`src/sv/stps_pkg.sv`:
```
// Package for the segmented three-point smoother: widths, register indexes,
// reset values, the result entry type and the divide-by-three helper.
// Used by segmented_three_point_smoother_core and stps_checker.
`default_nettype none

package stps_pkg;

    localparam int DIST_WIDTH     = 16;
    localparam int ANGLE_WIDTH    = 13;
    localparam int CFG_DATA_WIDTH = 16;
    localparam int CFG_IDX_WIDTH  = 1;

    // Sum of three distances and the pair sum kept in state.
    localparam int SUM_WIDTH  = DIST_WIDTH + 2;
    localparam int PAIR_WIDTH = DIST_WIDTH + 1;

    // Reciprocal of three, rounded up, scaled by 2**RECIP_SHIFT. With one extra
    // bit of scale the error stays below one third over the whole sum range,
    // so the truncated product equals the truncated quotient.
    localparam int RECIP_SHIFT = SUM_WIDTH + 1;
    localparam int RECIP_WIDTH = SUM_WIDTH;
    localparam logic [RECIP_WIDTH-1:0] RECIP_THIRD =
        RECIP_WIDTH'(((64'd1 << RECIP_SHIFT) + 64'd2) / 64'd3);

    localparam logic [CFG_DATA_WIDTH-1:0] DIST_LIMIT_RESET  = 16'd200;
    localparam logic [ANGLE_WIDTH-1:0]    ANGLE_LIMIT_RESET = 13'd2540;

    typedef enum logic [CFG_IDX_WIDTH-1:0] {
        CFG_DIST_LIMIT  = 1'b0,
        CFG_ANGLE_LIMIT = 1'b1
    } cfg_index_t;

    typedef struct packed {
        logic [DIST_WIDTH-1:0] smoothed;
        logic                  last;
    } result_t;

    function automatic logic [DIST_WIDTH-1:0] div_by_three(
        input logic [SUM_WIDTH-1:0] x
    );
        logic [SUM_WIDTH+RECIP_WIDTH-1:0] prod;
        prod = {{RECIP_WIDTH{1'b0}}, x} * {{SUM_WIDTH{1'b0}}, RECIP_THIRD};
        return prod[RECIP_SHIFT +: DIST_WIDTH];
    endfunction

endpackage

`default_nettype wire

```
`src/sv/segmented_three_point_smoother_core.sv`:
```
// Segmented three-point smoother for the distance samples of a lidar scan.
// Top level: input register, run tracking, averaging and a two-entry result
// buffer. Depends on stps_pkg.
//
// Usage:
//   Samples (distance_mm, angle_mrad, scan_end) enter on the in_valid/in_ready
//   channel; smoothed distances leave on out_valid/out_ready with last_of_scan
//   set on the final result of a scan's last sample. One request causes zero,
//   one or two results.
//   A request is held in the input register and processed once the result
//   buffer is empty or drains its single entry in that cycle; its results
//   are then visible from the following cycle.
//   Throughput is one sample per cycle while out_ready is high and no sample
//   causes two results; the next waits for a second result to be taken. The
//   rate is set by the single output port of the two-entry result buffer.
//   When the receiver stalls, the buffer holds its results unchanged and
//   in_ready drops once the input register is also full. Reset clears the
//   run count and stored samples, returns both limits to their defaults
//   (200 mm, 2540 mrad) and empties all stages. The user must write limits
//   through cfg_we/cfg_index/cfg_data while the block is idle; unenforced.
`default_nettype none

module segmented_three_point_smoother_core
    import stps_pkg::*;
(
    input  wire logic                      clk,
    input  wire logic                      rst_n,

    input  wire logic                      cfg_we,
    input  wire logic [CFG_IDX_WIDTH-1:0]  cfg_index,
    input  wire logic [CFG_DATA_WIDTH-1:0] cfg_data,

    input  wire logic                      in_valid,
    output logic                           in_ready,
    input  wire logic [DIST_WIDTH-1:0]     distance_mm,
    input  wire logic [ANGLE_WIDTH-1:0]    angle_mrad,
    input  wire logic                      scan_end,

    output logic                           out_valid,
    input  wire logic                      out_ready,
    output logic [DIST_WIDTH-1:0]          smoothed_mm,
    output logic                           last_of_scan
);

    // Configuration.
    logic [CFG_DATA_WIDTH-1:0] dist_limit_reg;
    logic [ANGLE_WIDTH-1:0]    angle_limit_reg;

    // Input register.
    logic                   a_valid_reg;
    logic [DIST_WIDTH-1:0]  a_dist_reg;
    logic [ANGLE_WIDTH-1:0] a_angle_reg;
    logic                   a_end_reg;

    // Run state.
    logic [DIST_WIDTH-1:0]  prev_dist_reg, prev_dist_next;
    logic [PAIR_WIDTH-1:0]  pair_sum_reg, pair_sum_next;
    logic [ANGLE_WIDTH-1:0] prev_angle_reg, prev_angle_next;
    logic [1:0]             run_count_reg, run_count_next;

    // Result buffer, entry 0 is the head.
    result_t    e0_reg, e0_next;
    result_t    e1_reg, e1_next;
    logic [1:0] count_reg, count_next;

    logic pop;
    logic room;
    logic consume;

    logic [1:0]             cnt;
    logic [DIST_WIDTH-1:0]  dist_step;
    logic [ANGLE_WIDTH-1:0] angle_step;
    logic                   jump;
    logic [SUM_WIDTH-1:0]   sum3;
    logic [DIST_WIDTH-1:0]  mean3;
    logic [1:0]             n_results;
    logic [DIST_WIDTH-1:0]  r0_dist, r1_dist;

    assign pop       = out_valid && out_ready;
    assign room      = (count_reg == 2'd0) || ((count_reg == 2'd1) && pop);
    assign consume   = a_valid_reg && room;
    assign in_ready  = !a_valid_reg || consume;

    assign out_valid    = (count_reg != 2'd0);
    assign smoothed_mm  = e0_reg.smoothed;
    assign last_of_scan = e0_reg.last;

    // Per-sample run logic.
    always_comb
    begin
        cnt        = (run_count_reg == 2'd3) ? 2'd3 : run_count_reg + 2'd1;
        dist_step  = (prev_dist_reg >= a_dist_reg) ? prev_dist_reg - a_dist_reg
                                                   : a_dist_reg - prev_dist_reg;
        angle_step = (prev_angle_reg >= a_angle_reg) ? prev_angle_reg - a_angle_reg
                                                     : a_angle_reg - prev_angle_reg;
        jump       = (cnt != 2'd1) &&
                     ((dist_step > dist_limit_reg) || (angle_step > angle_limit_reg));
        sum3       = SUM_WIDTH'(pair_sum_reg) + SUM_WIDTH'(a_dist_reg);
        mean3      = div_by_three(sum3);

        r0_dist        = a_dist_reg;
        r1_dist        = a_dist_reg;
        n_results      = 2'd0;
        run_count_next = cnt;

        if (cnt == 2'd1)
        begin
            n_results = 2'd1;
        end
        else if (jump)
        begin
            // A broken run flushes the held sample when it was being averaged.
            if (cnt == 2'd3)
            begin
                r0_dist   = prev_dist_reg;
                n_results = 2'd2;
            end
            else
            begin
                n_results = 2'd1;
            end
            run_count_next = 2'd0;
        end
        else if (cnt == 2'd3)
        begin
            r0_dist   = mean3;
            n_results = a_end_reg ? 2'd2 : 2'd1;
        end
        else
        begin
            n_results = a_end_reg ? 2'd1 : 2'd0;
        end

        if (a_end_reg)
        begin
            run_count_next = 2'd0;
        end

        prev_dist_next  = a_dist_reg;
        prev_angle_next = a_angle_reg;
        pair_sum_next   = PAIR_WIDTH'(prev_dist_reg) + PAIR_WIDTH'(a_dist_reg);
    end

    // Result buffer update. A sample is only taken when the buffer will be
    // empty, so its results always land at the head.
    always_comb
    begin
        e0_next    = e0_reg;
        e1_next    = e1_reg;
        count_next = count_reg;
        if (consume)
        begin
            e0_next.smoothed = r0_dist;
            e0_next.last     = a_end_reg && (n_results == 2'd1);
            e1_next.smoothed = r1_dist;
            e1_next.last     = a_end_reg;
            count_next       = n_results;
        end
        else if (pop)
        begin
            e0_next    = e1_reg;
            count_next = count_reg - 2'd1;
        end
    end

    always_ff @(posedge clk or negedge rst_n)
    begin
        if (!rst_n)
        begin
            dist_limit_reg  <= DIST_LIMIT_RESET;
            angle_limit_reg <= ANGLE_LIMIT_RESET;
            a_valid_reg     <= 1'b0;
            prev_dist_reg   <= '0;
            pair_sum_reg    <= '0;
            prev_angle_reg  <= '0;
            run_count_reg   <= 2'd0;
            count_reg       <= 2'd0;
        end
        else
        begin
            if (cfg_we)
            begin
                unique case (cfg_index_t'(cfg_index))
                    CFG_DIST_LIMIT:  dist_limit_reg  <= cfg_data;
                    CFG_ANGLE_LIMIT: angle_limit_reg <= cfg_data[ANGLE_WIDTH-1:0];
                    default:         ;
                endcase
            end
            if (in_ready)
            begin
                a_valid_reg <= in_valid;
            end
            if (consume)
            begin
                prev_dist_reg  <= prev_dist_next;
                pair_sum_reg   <= pair_sum_next;
                prev_angle_reg <= prev_angle_next;
                run_count_reg  <= run_count_next;
            end
            count_reg <= count_next;
        end
    end

    always_ff @(posedge clk)
    begin
        if (in_valid && in_ready)
        begin
            a_dist_reg  <= distance_mm;
            a_angle_reg <= angle_mrad;
            a_end_reg   <= scan_end;
        end
        e0_reg <= e0_next;
        e1_reg <= e1_next;
    end

endmodule

`default_nettype wire

```
`config.mk`:
```
export PLATFORM = sky130hd
export DESIGN_NAME = segmented_three_point_smoother_core
export DESIGN_NICKNAME = d
export VERILOG_FILES = /design/src/sv/stps_pkg.sv /design/src/sv/segmented_three_point_smoother_core.sv
export SDC_FILE = /design/constraint.sdc
export NUM_CORES = 1
export LEC_CHECK = 0
export BUFFER_PORTS_ARGS = -buffer_cell sky130_fd_sc_hd__buf_2
export CORE_ASPECT_RATIO = 0.9
export CORE_UTILIZATION = 60
export CTS_CLUSTER_DIAMETER = 200
export CTS_CLUSTER_SIZE = 10
export DETAILED_ROUTE_END_ITERATION = 7
export HOLD_SLACK_MARGIN = 0.05
export PLACE_DENSITY_LB_ADDON = 0.05
export SLEW_MARGIN = 20
export SYNTH_ARGS = -nofsm -noshare
export SYNTH_HDL_FRONTEND = slang
export SYNTH_SLANG_ARGS = --single-unit
```
`constraint.sdc`:
```
create_clock -name clk -period 16.8 [get_ports clk]
set_input_delay 0.84 -clock clk [delete_from_list [all_inputs] [get_ports clk]]
set_output_delay 0.84 -clock clk [all_outputs]
set_load 0.01 [all_outputs]
```
==> out/summary.txt <==
==================================================================================================
Run status                                                                            finished, final reports clean
Most frequently used flop master after synthesis                                      sky130_fd_sc_hd__dfrtp_1
Final-layout worst hold slack                                                             0.356 ns
Top Ports                                                                                       71
Post-place setup slack                                                                     8.36 ns
Share of synthesized registers carrying an async set or reset                                55.6%
Overall global routing resource usage                                                        29.9%
Clock tree from TritonCTS                                                                      yes
Post-synth top area cell                                                              sky130_fd_sc_hd__ha_1
Post-synthesis sequential element count                                                        144
DRT antenna net count                                                                            0
Half-perimeter wire length after placement                                                 32.5 mm
Via Count                                                                                    12222
Crit-path max cell delay                                                                   0.83 ns
Vias in the first global route                                                               11936
Count of pins over their slew limit                                                              0
CTS Buffer Depth                                                                                 2
Master of the slowest instance on the critical path                                   sky130_fd_sc_hd__xnor2_1
RR Startpoint                                                                         a_dist_reg[1]
Number of buffers added by the clock tree synthesis step                                        17
Number of buffers and inverters on the critical path                                             4
Final Cycle Share                                                                            51.0%
Final #Nets                                                                                   2228
Part of the Yosys area used for sequential elements                                          24.3%
Warnings, synthesis                                                                              0
Count of fill cells added during filler insertion                                             2167
Max FO, Critical Path                                                                            8
Final number of setup-violating endpoints                                                        0
First-pass GRT wire length                                                                 63.8 mm
Endpoint of the worst register-to-register path                                       smoothed_mm[12]
Vias per std cell                                                                             5.65
Post-synth top area share                                                                    20.6%
Clock root buffer                                                                     sky130_fd_sc_hd__clkbuf_16
CP Capture Type                                                                               flop
Average footprint of a synthesized cell                                                   9.27 um2
Post-CTS Setup Bufs                                                                              0
Number of enable flip-flop cells after synthesis                                                64
Setup CP Type                                                                              reg2reg
Maximum number of pins on one net before global-route repair                                    87
Maximum achievable frequency                                                               117 MHz
Remaining max-slew budget at the tightest pin                                                30.0%
Required time of the critical path                                                        17.05 ns
Register-to-register setup slack                                                           8.23 ns
Number of search-and-repair iterations in the first detailed-routing pass                        5
Number of inserted diodes                                                                        0
GP Congestion                                                                                0.950
Placement row count                                                                             56
Initial cell density of the core                                                             61.6%
Minimum setup slack in the final design                                                    8.23 ns
Number of antenna violations at the first check in global routing                                0
Setup_tns                                                                                     0 ns
Dominant delay contributor by cell family on the critical path                         adder cells
Final critical path time including I/O delays and setup                                    8.57 ns
Die span in y                                                                               158 um
Most common cell in the netlist                                                       sky130_fd_sc_hd__inv_1
Total Wirelength                                                                           39.6 mm
Post-synth cell types                                                                           86
Most used cell along the critical path                                                sky130_fd_sc_hd__fa_1
RSZ-0062 raised after global routing                                                            no
Final clock skew                                                                        0.00962 ns
Placeable core region                                                                   0.0263 mm2
Top area cells in the synthesized netlist                                             sky130_fd_sc_hd__ha_1 21%, sky130_fd_sc_hd__fa_1 13%, sky130_fd_sc_hd__edfxtp_1 12%, sky130_fd_sc_hd__dfrtp_1 11%, sky130_fd_sc_hd__inv_1 8.2%
Area growth from synthesis to layout                                                         7.44%
Clock latency reported for the late side of the worst-skew pair                            0.43 ns
CTS HTree Levels                                                                                 4
MaxCap Viol Count                                                                                0
# resized after CTS                                                                              0
Remaining global-route overflow                                                                  0
Drt initial violations                                                                         943
Die W                                                                                       175 um
Total die area                                                                          0.0276 mm2
Clock transition time at the flip-flop clock pins of the worst setup and hold paths        0.06 ns
Quantity of I/O buffers inserted on ports                                                       70
Synthesized cell area                                                                   0.0162 mm2
Crit start category                                                                           flop
Post-Synthesis Cells                                                                          1746
Final Hold Violating Endpoints                                                                   0
Residual DRC                                                                                     0
Share of final-layout standard cells stronger than drive strength 1                          9.54%
Commonest cells in the netlist                                                        355 x sky130_fd_sc_hd__inv_1, 266 x sky130_fd_sc_hd__ha_1, 130 x sky130_fd_sc_hd__nand2_1
WL per Instance                                                                            18.3 um
Hold crit path type                                                                       in2async
Hold_buf cts                                                                                     0
Transition time at the pin with the least slew margin                                      1.04 ns
Net count of the mapped netlist                                                               2173
Number of sinks handled by clock tree synthesis                                                144
Worst Reg2Reg Path Length in Cells                                                              28
Data arrival time at the worst-slack endpoint                                              8.82 ns
==================================================================================================
## metal layers
| layer | vias up | routed length, um | GRT usage [%] |
|---|---|---|---|
| met3 | 29 | 2050 | 3.72 |
| li1 | 5940 | - | - |
| met4 | 0 | 387 | 5.22 |
| met1 | 5917 | 19700 | 45.2 |
| met5 | - | 0 | 0 |
| met2 | 336 | 17400 | 46.4 |
## final cells by class
class / instances / area, um2 / area share [%]
Sequential cell: 144 / 3940 / 22.6
Tap cell: 348 / 435 / 2.50
Timing Repair Buffer: 79 / 420 / 2.42
Multi-Input combinational cell: 1203 / 10700 / 61.6
Inverter: 356 / 1340 / 7.69
Clock inverter: 12 / 82.6 / 0.475
Clock buffer: 20 / 458 / 2.63
## cell usage in the layout, fill, tap and decap left out, types with 12 or more instances in the layout
master,count
sky130_fd_sc_hd__mux2_2,19
sky130_fd_sc_hd__o21ai_0,108
sky130_fd_sc_hd__a21oi_1,85
sky130_fd_sc_hd__xor2_1,20
sky130_fd_sc_hd__edfxtp_1,64
sky130_fd_sc_hd__a21o_1,40
sky130_fd_sc_hd__nor3_1,21
sky130_fd_sc_hd__buf_2,69
sky130_fd_sc_hd__o21bai_1,18
sky130_fd_sc_hd__clkbuf_16,18
sky130_fd_sc_hd__nand3_1,21
sky130_fd_sc_hd__o21a_1,17
sky130_fd_sc_hd__mux2i_1,26
sky130_fd_sc_hd__nor2b_1,12
sky130_fd_sc_hd__nor2_1,75
sky130_fd_sc_hd__nand2_1,130
sky130_fd_sc_hd__ha_1,266
sky130_fd_sc_hd__fa_1,109
sky130_fd_sc_hd__inv_1,355
sky130_fd_sc_hd__dfrtp_1,70
sky130_fd_sc_hd__xnor2_1,64
## logic make-up (layout without fill, tap and decap cells)
| logic type | after synthesis | in the layout | share of synthesized area [%] |
|---|---|---|---|
| AO/OA/AOI/OAI | 380 | 380 | 15.5 |
| XOR/XNOR | 84 | 84 | 4.55 |
| adder cells (fa/ha/maj) | 375 | 375 | 34.1 |
| buffers and inverters | 399 | 467 | 9.48 |
| flip-flops | 144 | 144 | 24.3 |
| multiplexers | 47 | 47 | 3.12 |
| AND/OR/NAND/NOR | 317 | 317 | 8.96 |
## worst reg2reg max path: cells and delay by family (launching register included)
family | cells | cell delay (ns)
DFF | 1 | 0.51
buffers and inverters | 4 | 0.45
AOI/OAI and AO/OA | 12 | 2.70
xor gates and xnor gates | 2 | 0.97
adders and majority gates | 7 | 3.15
and+or+nand+nor | 3 | 0.60
## worst max-delay path by stage
stage | start | slack, ns | cells after the start | to
after global placement | a_dist_reg[1] | 8.48 | 28 | smoothed_mm[12]
after CTS | a_dist_reg[1] | 8.29 | 28 | smoothed_mm[12]
after detailed placement | a_dist_reg[1] | 8.36 | 28 | smoothed_mm[12]
final | a_dist_reg[1] | 8.23 | 28 | smoothed_mm[12]
after global routing | a_dist_reg[1] | 7.88 | 28 | smoothed_mm[12]
after floorplan | a_dist_reg[5] | 9.11 | 28 | smoothed_mm[12]
## metrics by stage
stage,util [%],instance area [um2],cells
floorplan,-,16200,1746
global placement,64.1,16800,2130
detailed placement,64.1,16800,2130
CTS,66.2,17400,2162
global route,66.2,17400,2162
finish,66.2,17400,2162
Power is left out: the tool's default activity adds up to more than one toggle a clock period on the data nets, which glitch-free logic cannot reach.
